File: config.mk
export PLATFORM = sky130hd
export DESIGN_NAME = kti_ctrl
export DESIGN_NICKNAME = d
export VERILOG_FILES = /design/src/rtl/core/kti_pkg.sv /design/src/rtl/core/kti_ctrl.sv
export SDC_FILE = /design/constraint.sdc
export NUM_CORES = 1
export LEC_CHECK = 0
export BUFFER_PORTS_ARGS = -buffer_cell sky130_fd_sc_hd__buf_2
export CAP_MARGIN = 20
export CORE_MARGIN = 4
export CORE_UTILIZATION = 43
export CTS_CLUSTER_SIZE = 40
export DETAILED_ROUTE_END_ITERATION = 10
export PLACE_DENSITY_LB_ADDON = 0.08
export SLEW_MARGIN = 0
export SYNTH_ARGS = -nofsm -noshare
export SYNTH_HDL_FRONTEND = slang
export SYNTH_SLANG_ARGS = --single-unit
File: constraint.sdc
create_clock -name i_clk -period 3.6 [get_ports i_clk]
set_clock_uncertainty 0.2 [all_clocks]
set_input_delay 0.36 -clock i_clk [delete_from_list [all_inputs] [get_ports i_clk]]
set_output_delay 0.36 -clock i_clk [all_outputs]
set_load 0.02 [all_outputs]
File: src/rtl/core/kti_pkg.sv
`default_nettype none

package kti_pkg;

    // Operation codes carried by an input transaction
    typedef enum logic [2:0] {
        OP_ADD_KEY  = 3'd0,
        OP_ADVANCE  = 3'd1,
        OP_PLAY     = 3'd2,
        OP_PAUSE    = 3'd3,
        OP_STOP     = 3'd4,
        OP_SET_DUR  = 3'd5
    } t_op;

    // Loop modes; the fourth code behaves as play once
    localparam logic [1:0] MODE_ONCE     = 2'd0;
    localparam logic [1:0] MODE_WRAP     = 2'd1;
    localparam logic [1:0] MODE_PINGPONG = 2'd2;

    // Register indexes on the configuration port
    localparam logic REG_LOOP_MODE = 1'b0;
    localparam logic REG_SPEED     = 1'b1;

    localparam logic [15:0] SPEED_RESET = 16'd256;

    localparam int KEY_W      = 128;
    localparam int MOD_STEPS  = 34;
    localparam int FRAC_STEPS = 16;

    typedef enum logic [4:0] {
        S_IDLE,
        S_DECODE,
        S_INS_WT,
        S_INS_PUT,
        S_ADV_ADD,
        S_MOD_DIV,
        S_MOD_DONE,
        S_EV_START,
        S_EV_K0,
        S_EV_KL,
        S_EV_SCAN,
        S_FRAC,
        S_FRAC_DIV,
        S_FRAC_TAKE,
        S_MUL,
        S_ACC,
        S_DONE
    } t_state;

    typedef enum logic [4:0] {
        CMD_NONE,
        CMD_LATCH,
        CMD_CTRL,
        CMD_DROP,
        CMD_INS_READ,
        CMD_INS_SHIFT,
        CMD_INS_PUT,
        CMD_ADV_MUL,
        CMD_ADV_ADD,
        CMD_DIV_STEP,
        CMD_MOD_DONE,
        CMD_EV_START,
        CMD_EV_K0,
        CMD_EV_TAKE,
        CMD_SCAN_INIT,
        CMD_EV_NEXT,
        CMD_EV_RIGHT,
        CMD_EV_LEFT,
        CMD_FRAC_FULL,
        CMD_FRAC_DIV,
        CMD_FRAC_TAKE,
        CMD_MUL,
        CMD_ACC,
        CMD_OUT
    } t_cmd;

    typedef struct packed {
        t_op  op;
        logic add_drop;
        logic n_zero;
        logic n_one;
        logic empty;
        logic adv_go;
        logic is_wrap;
        logic key_gt;
        logic j_one;
        logic tm_le_rd;
        logic tm_ge_rd;
        logic span_zero;
        logic diff_full;
        logic div_last;
        logic comp_last;
        logic out_free;
    } t_dp_stat;

endpackage

`default_nettype wire

File: src/rtl/core/kti_ctrl.sv
`default_nettype none

module kti_ctrl (
    input  wire logic              i_clk,
    input  wire logic              i_rst_n,
    input  wire logic              i_in_valid,
    input  wire kti_pkg::t_dp_stat i_stat,
    output kti_pkg::t_cmd          o_cmd,
    output logic                   o_in_ready
);

    import kti_pkg::*;

    t_state r_state;
    t_state n_state;

    always_ff @(posedge i_clk) begin
        if (!i_rst_n) begin
            r_state <= S_IDLE;
        end else begin
            r_state <= n_state;
        end
    end

    // Next state
    always_comb begin
        n_state = r_state;
        case (r_state)
            S_IDLE: begin
                if (i_in_valid) n_state = S_DECODE;
            end
            S_DECODE: begin
                case (i_stat.op)
                    OP_ADD_KEY: begin
                        if (i_stat.add_drop)    n_state = S_EV_START;
                        else if (i_stat.n_zero) n_state = S_INS_PUT;
                        else                    n_state = S_INS_WT;
                    end
                    OP_ADVANCE: n_state = i_stat.adv_go ? S_ADV_ADD : S_EV_START;
                    default:    n_state = S_EV_START;
                endcase
            end
            S_INS_WT: begin
                if (!i_stat.key_gt)    n_state = S_EV_START;
                else if (i_stat.j_one) n_state = S_INS_PUT;
            end
            S_INS_PUT:  n_state = S_EV_START;
            S_ADV_ADD:  n_state = i_stat.is_wrap ? S_MOD_DIV : S_EV_START;
            S_MOD_DIV: begin
                if (i_stat.div_last) n_state = S_MOD_DONE;
            end
            S_MOD_DONE: n_state = S_EV_START;
            S_EV_START: n_state = i_stat.empty ? S_DONE : S_EV_K0;
            S_EV_K0:    n_state = (i_stat.n_one || i_stat.tm_le_rd) ? S_DONE : S_EV_KL;
            S_EV_KL:    n_state = i_stat.tm_ge_rd ? S_DONE : S_EV_SCAN;
            S_EV_SCAN: begin
                if (i_stat.tm_le_rd) n_state = S_FRAC;
            end
            S_FRAC: begin
                if (i_stat.span_zero)      n_state = S_DONE;
                else if (i_stat.diff_full) n_state = S_MUL;
                else                       n_state = S_FRAC_DIV;
            end
            S_FRAC_DIV: begin
                if (i_stat.div_last) n_state = S_FRAC_TAKE;
            end
            S_FRAC_TAKE: n_state = S_MUL;
            S_MUL:       n_state = S_ACC;
            S_ACC:       n_state = i_stat.comp_last ? S_DONE : S_MUL;
            S_DONE: begin
                if (i_stat.out_free) n_state = S_IDLE;
            end
            default:     n_state = S_IDLE;
        endcase
    end

    // Commands to the datapath
    always_comb begin
        o_cmd      = CMD_NONE;
        o_in_ready = 1'b0;
        case (r_state)
            S_IDLE: begin
                o_in_ready = 1'b1;
                if (i_in_valid) o_cmd = CMD_LATCH;
            end
            S_DECODE: begin
                case (i_stat.op)
                    OP_ADD_KEY: o_cmd = i_stat.add_drop ? CMD_DROP : CMD_INS_READ;
                    OP_ADVANCE: o_cmd = i_stat.adv_go ? CMD_ADV_MUL : CMD_NONE;
                    default:    o_cmd = CMD_CTRL;
                endcase
            end
            S_INS_WT:    o_cmd = i_stat.key_gt ? CMD_INS_SHIFT : CMD_INS_PUT;
            S_INS_PUT:   o_cmd = CMD_INS_PUT;
            S_ADV_ADD:   o_cmd = CMD_ADV_ADD;
            S_MOD_DIV:   o_cmd = CMD_DIV_STEP;
            S_MOD_DONE:  o_cmd = CMD_MOD_DONE;
            S_EV_START:  o_cmd = CMD_EV_START;
            S_EV_K0:     o_cmd = CMD_EV_K0;
            S_EV_KL:     o_cmd = i_stat.tm_ge_rd ? CMD_EV_TAKE : CMD_SCAN_INIT;
            S_EV_SCAN:   o_cmd = i_stat.tm_le_rd ? CMD_EV_RIGHT : CMD_EV_NEXT;
            S_FRAC: begin
                if (i_stat.span_zero)      o_cmd = CMD_EV_LEFT;
                else if (i_stat.diff_full) o_cmd = CMD_FRAC_FULL;
                else                       o_cmd = CMD_FRAC_DIV;
            end
            S_FRAC_DIV:  o_cmd = CMD_DIV_STEP;
            S_FRAC_TAKE: o_cmd = CMD_FRAC_TAKE;
            S_MUL:       o_cmd = CMD_MUL;
            S_ACC:       o_cmd = CMD_ACC;
            S_DONE:      o_cmd = i_stat.out_free ? CMD_OUT : CMD_NONE;
            default:     o_cmd = CMD_NONE;
        endcase
    end

endmodule

`default_nettype wire

Word level (Yosys, flattened, before mapping)
Cells that the tools add are included.

Equal/unequal tests: 23. Muxes and demuxes: 31. Reductions and logical operators: 6.

Operator list (count): 5-bit case mux with 16 select lines (2); 5-bit two-way mux (14); 5-bit by 4-bit == test with 1-bit output (second input constant) (8); 5-bit by 3-bit == test with 1-bit output (second input constant) (4); 2-bit two-way mux (6); 5-bit by 2-bit == test with 1-bit output (second input constant) (2); 2-bit != test (second input constant) (5); 5-bit case mux with 2 select lines (1); 3-bit two-way mux (3); 3-bit case mux with 2 select lines (1); 6-bit AND reduction (1); 5-bit by 1-bit == test with 1-bit output (second input constant) (1); 5-bit == test (second input constant) (1); 5-bit logical NOT (1); 1-bit two-way mux (4); 2-bit OR reduction (2); 3-bit by 1-bit == test with 1-bit output (second input constant) (1); 3-bit logical NOT (1); 3-bit != test (second input constant) (1); 1-bit logical OR (1).

Flip-flop bits (word level): 5. Input bits: 21.

Logic depth before layout (Yosys ltp)
Depth after elaboration: 4. Mapped depth: 6. Mapped depth without buffers: 4.

Worst setup path after synthesis
OpenSTA, ideal clock, no wires.

Kind: register to output. Start: register r_state[2]. End: output o_cmd[3]. Data arrival time: 1463 ps. Data required time: 3040 ps. Slack: 1577 ps. Stages on the path, launching flop included: 6. Path buffers: 2. Cells stage by stage: dfxtp_1 buf_4 buf_2 o21ai_0 a21oi_1 a211oi_1.

Longest elaborated chain between the ends: 3. Elaborated cells between the ends (all ways): 19. Those cells by class: eq/ne: 16; mux: 1; reduce/logical: 2.

RTL lines: start, declared (RTL line kti_ctrl.sv:14) `t_state r_state;`; start signal, assigned (RTL line kti_ctrl.sv:21) `r_state <= n_state;`; 5-bit by 4-bit == test with 1-bit output or 5-bit by 3-bit == test with 1-bit output (tied branches) (RTL line kti_ctrl.sv:81) `case (r_state)`; 2-bit OR reduction (no line); 5-bit case mux with 16 select lines * (RTL line kti_ctrl.sv:81); end, declared (RTL line kti_ctrl.sv:8) `output kti_pkg::t_cmd o_cmd,`.

Mark *: on every way between the ends. The rest lies on a longest branch, timed or not.

Worst setup path in the final report
Start: register r_state[3]. End: output o_cmd[1].

Same word-level chain as after synthesis.

==> out/results.tsv <==
metric	value	unit
synth_top_family_by_area	simple AND/OR/NAND/NOR gates	
num_vias	1070	
grt_pass1_vias	952	
cts_buffers	3	
die_w	54.81	um
largest-register	r_state	
final_antenna_net_count	0	
largest_reg_flops	5	
synth-xor-area-share	0	%
p_leak	0.3900	nW
register_area	100.1	um^2
ys_seq_elements	5	
maxSlewHeadroom	32.43	%
synth_fp_nets	149	
synth.avg_cell_area	7.361	um^2
top_regs	r_state: 5 flops	
hpwlAfterDp	1.948	mm
ys_seq_area_share	10.62	%
postCtsSetupBuffers	0	
endpoint_kind	output pin	
synth_area_leader_cell	dfxtp_1	
cts_tree	built	
die_height	54.81	um
port_buffers	26	
ys.flop_type	dfxtp_1	
drive_gt1_share	28.38	%
cts-hold-fix-buffers	0	
drcViolationCount	0	
slew_viol_final	0	
synth.area.top_cells	dfxtp_1, buf_6, o21ai_0	
cp.required	3040	ps
clockBufferDepth	2	
area_growth	11.29	%
cp.arrival	2270	ps
topRoutingLayerUsed	met4	
gp_congestion	0.8498	
synth.distinct_cells	48	
synthArstFlopShare	0	%
ctsResizeCount	0	
synth_fa_ha_area_share	0	%
netlist_instances	128	
timing.fmax	0.3538	GHz
synthSimpleGateAreaFrac	38.65	%
synth_top_cell_area_share	10.62	%
gr-usage-all-layers	18.95	%
utilization	51.86	%
multi_input_area	716.9	um^2
htree_levels	1	
synth_edf_count	0	
layout_min_cycle_time	2827	ps
worst_slew_pin_slew	1012	ps
clkSinkCount	5	
status	finished, final reports clean	
start_util	46.60	%
crit_type	reg -> out	
pin_count	27	
clock_latency	240	ps
hp-class	in -> reg	
wl_per_cell	15.45	um
cts.clk_slew.worst_paths	40	ps
final_nets	170	
synth_mux_area_share	1.062	%
clockRootBuffer	clkbuf_4	
maxCapViolCount	0	
wl_met1	1.214	mm
vdd.ir_drop.worst	291.5	uV
wl_met2	1.284	mm
rows	16	
firstDrtPassIters	4	
syn-cell-area	942.2	um^2
p_total	0.6660	mW
synth-compound-area-share	36.39	%
worst_setup_path_start_kind	flip-flop	
fin_crit_sh	78.52	%
detail_route.vias_per_cell	6.114	
p_per_area	635.2	nW/um^2
wirelength	2.703	mm
initialDrtViolationCount	32	
antenna_found_initial	0	
gr-total-overflow	0	
wl_met3	172	um
grt_pass1_wl	4.257	mm
rsz0062_at_grt	false	
fillerInstances	218	
die-area	3004	um^2
grt_max_degree	29	
fin_tns_setup	0	ps
diodes	0	
finalHoldViolations	0	
coreArea	2022	um^2
critPathMaxFanout	28	
ys_warn_count	0	
setup_violations	0	
## cell type report
type / count / area share, %
multi-input combinational: 104 / 68.38
timing repair buffer: 28 / 13.84
sequential: 5 / 9.546
tap: 27 / 3.222
clock buffer: 4 / 2.506
inverter: 7 / 2.506
## layer usage
layer / global-route usage (%) / vias to the layer above
met3: 4.632 / 6
li1: - / 525
met1: 25.65 / 494
met2: 28.94 / 45
met4: 6.224 / 0
met5: 0 / -
## Yosys cell counts (all sizes together), types with 2 or more instances
| cell | number |
|---|---|
| nor3 | 6 |
| o311a | 2 |
| nand2 | 9 |
| nor4bb | 2 |
| nand3 | 4 |
| a21oi | 7 |
| nand2b | 4 |
| buf | 11 |
| o221a | 2 |
| and3 | 2 |
| nor4 | 6 |
| a22oi | 2 |
| nor2b | 2 |
| a32oi | 2 |
| o2111ai | 2 |
| o311ai | 2 |
| nor2 | 11 |
| nor3b | 4 |
| o211ai | 4 |
| dfxtp | 5 |
| inv | 7 |
| o22ai | 2 |
| o21ai | 14 |
| or2 | 2 |
## layout by cell type, fill, tap and decap left out, drive strengths merged, types with 2 or more instances in the layout
cell     instances
buf             28
o21ai           14
nor2            11
nand2            9
inv              7
a21oi            7
nor3             6
nor4             6
dfxtp            5
nand2b           4
nand3            4
o211ai           4
nor3b            4
clkbuf           4
o22ai            2
a32oi            2
o2111ai          2
o311ai           2
a22oi            2
o311a            2
nor4bb           2
and3             2
or2              2
nor2b            2
o221a            2
## worst paths after layout
| path | start | end | slack [ps] | cells after the start |
|---|---|---|---|---|
| max | r_state[3] | o_cmd[1] | 770 | 5 |
| min reg2reg | r_state[4] | r_state[1] | 640 | 4 |
| min | i_rst_n | r_state[3] | 200 | 2 |
| max reg2reg | r_state[3] | r_state[0] | 1430 | 4 |
## report_power, final
group	internal, mW	switching (mW)
Combinational	0.191	0.234
Sequential	0.0725	0.102
Clock	0.0420	0.0245
Total	0.306	0.360
## logic make-up (layout without fill, tap and decap cells)
family | Yosys count | after routing
mux | 1 | 1
flops | 5 | 5
buf+inv | 19 | 39
compound gates | 48 | 48
simple gates | 55 | 55
## worst max-delay path: stages (launching register included)
cell	delay (ps)
dfxtp_1	980
nor2b_4	360
nor3b_1	240
o21ai_0	120
o2111ai_1	120
buf_2	200
## through the flow
step	setup WS (ps)	instances	hold WS, ps	instance area [um^2]
after global routing	588.4	175	186.7	1049
after floorplan	1577	128	277.5	942.2
final	773.3	175	196.3	1049
after global placement	1084	171	442.8	1022
after CTS	779.9	175	187.3	1049
after detailed placement	1068	171	441.5	1022
Note: power is estimated with default switching activity, not from simulation.
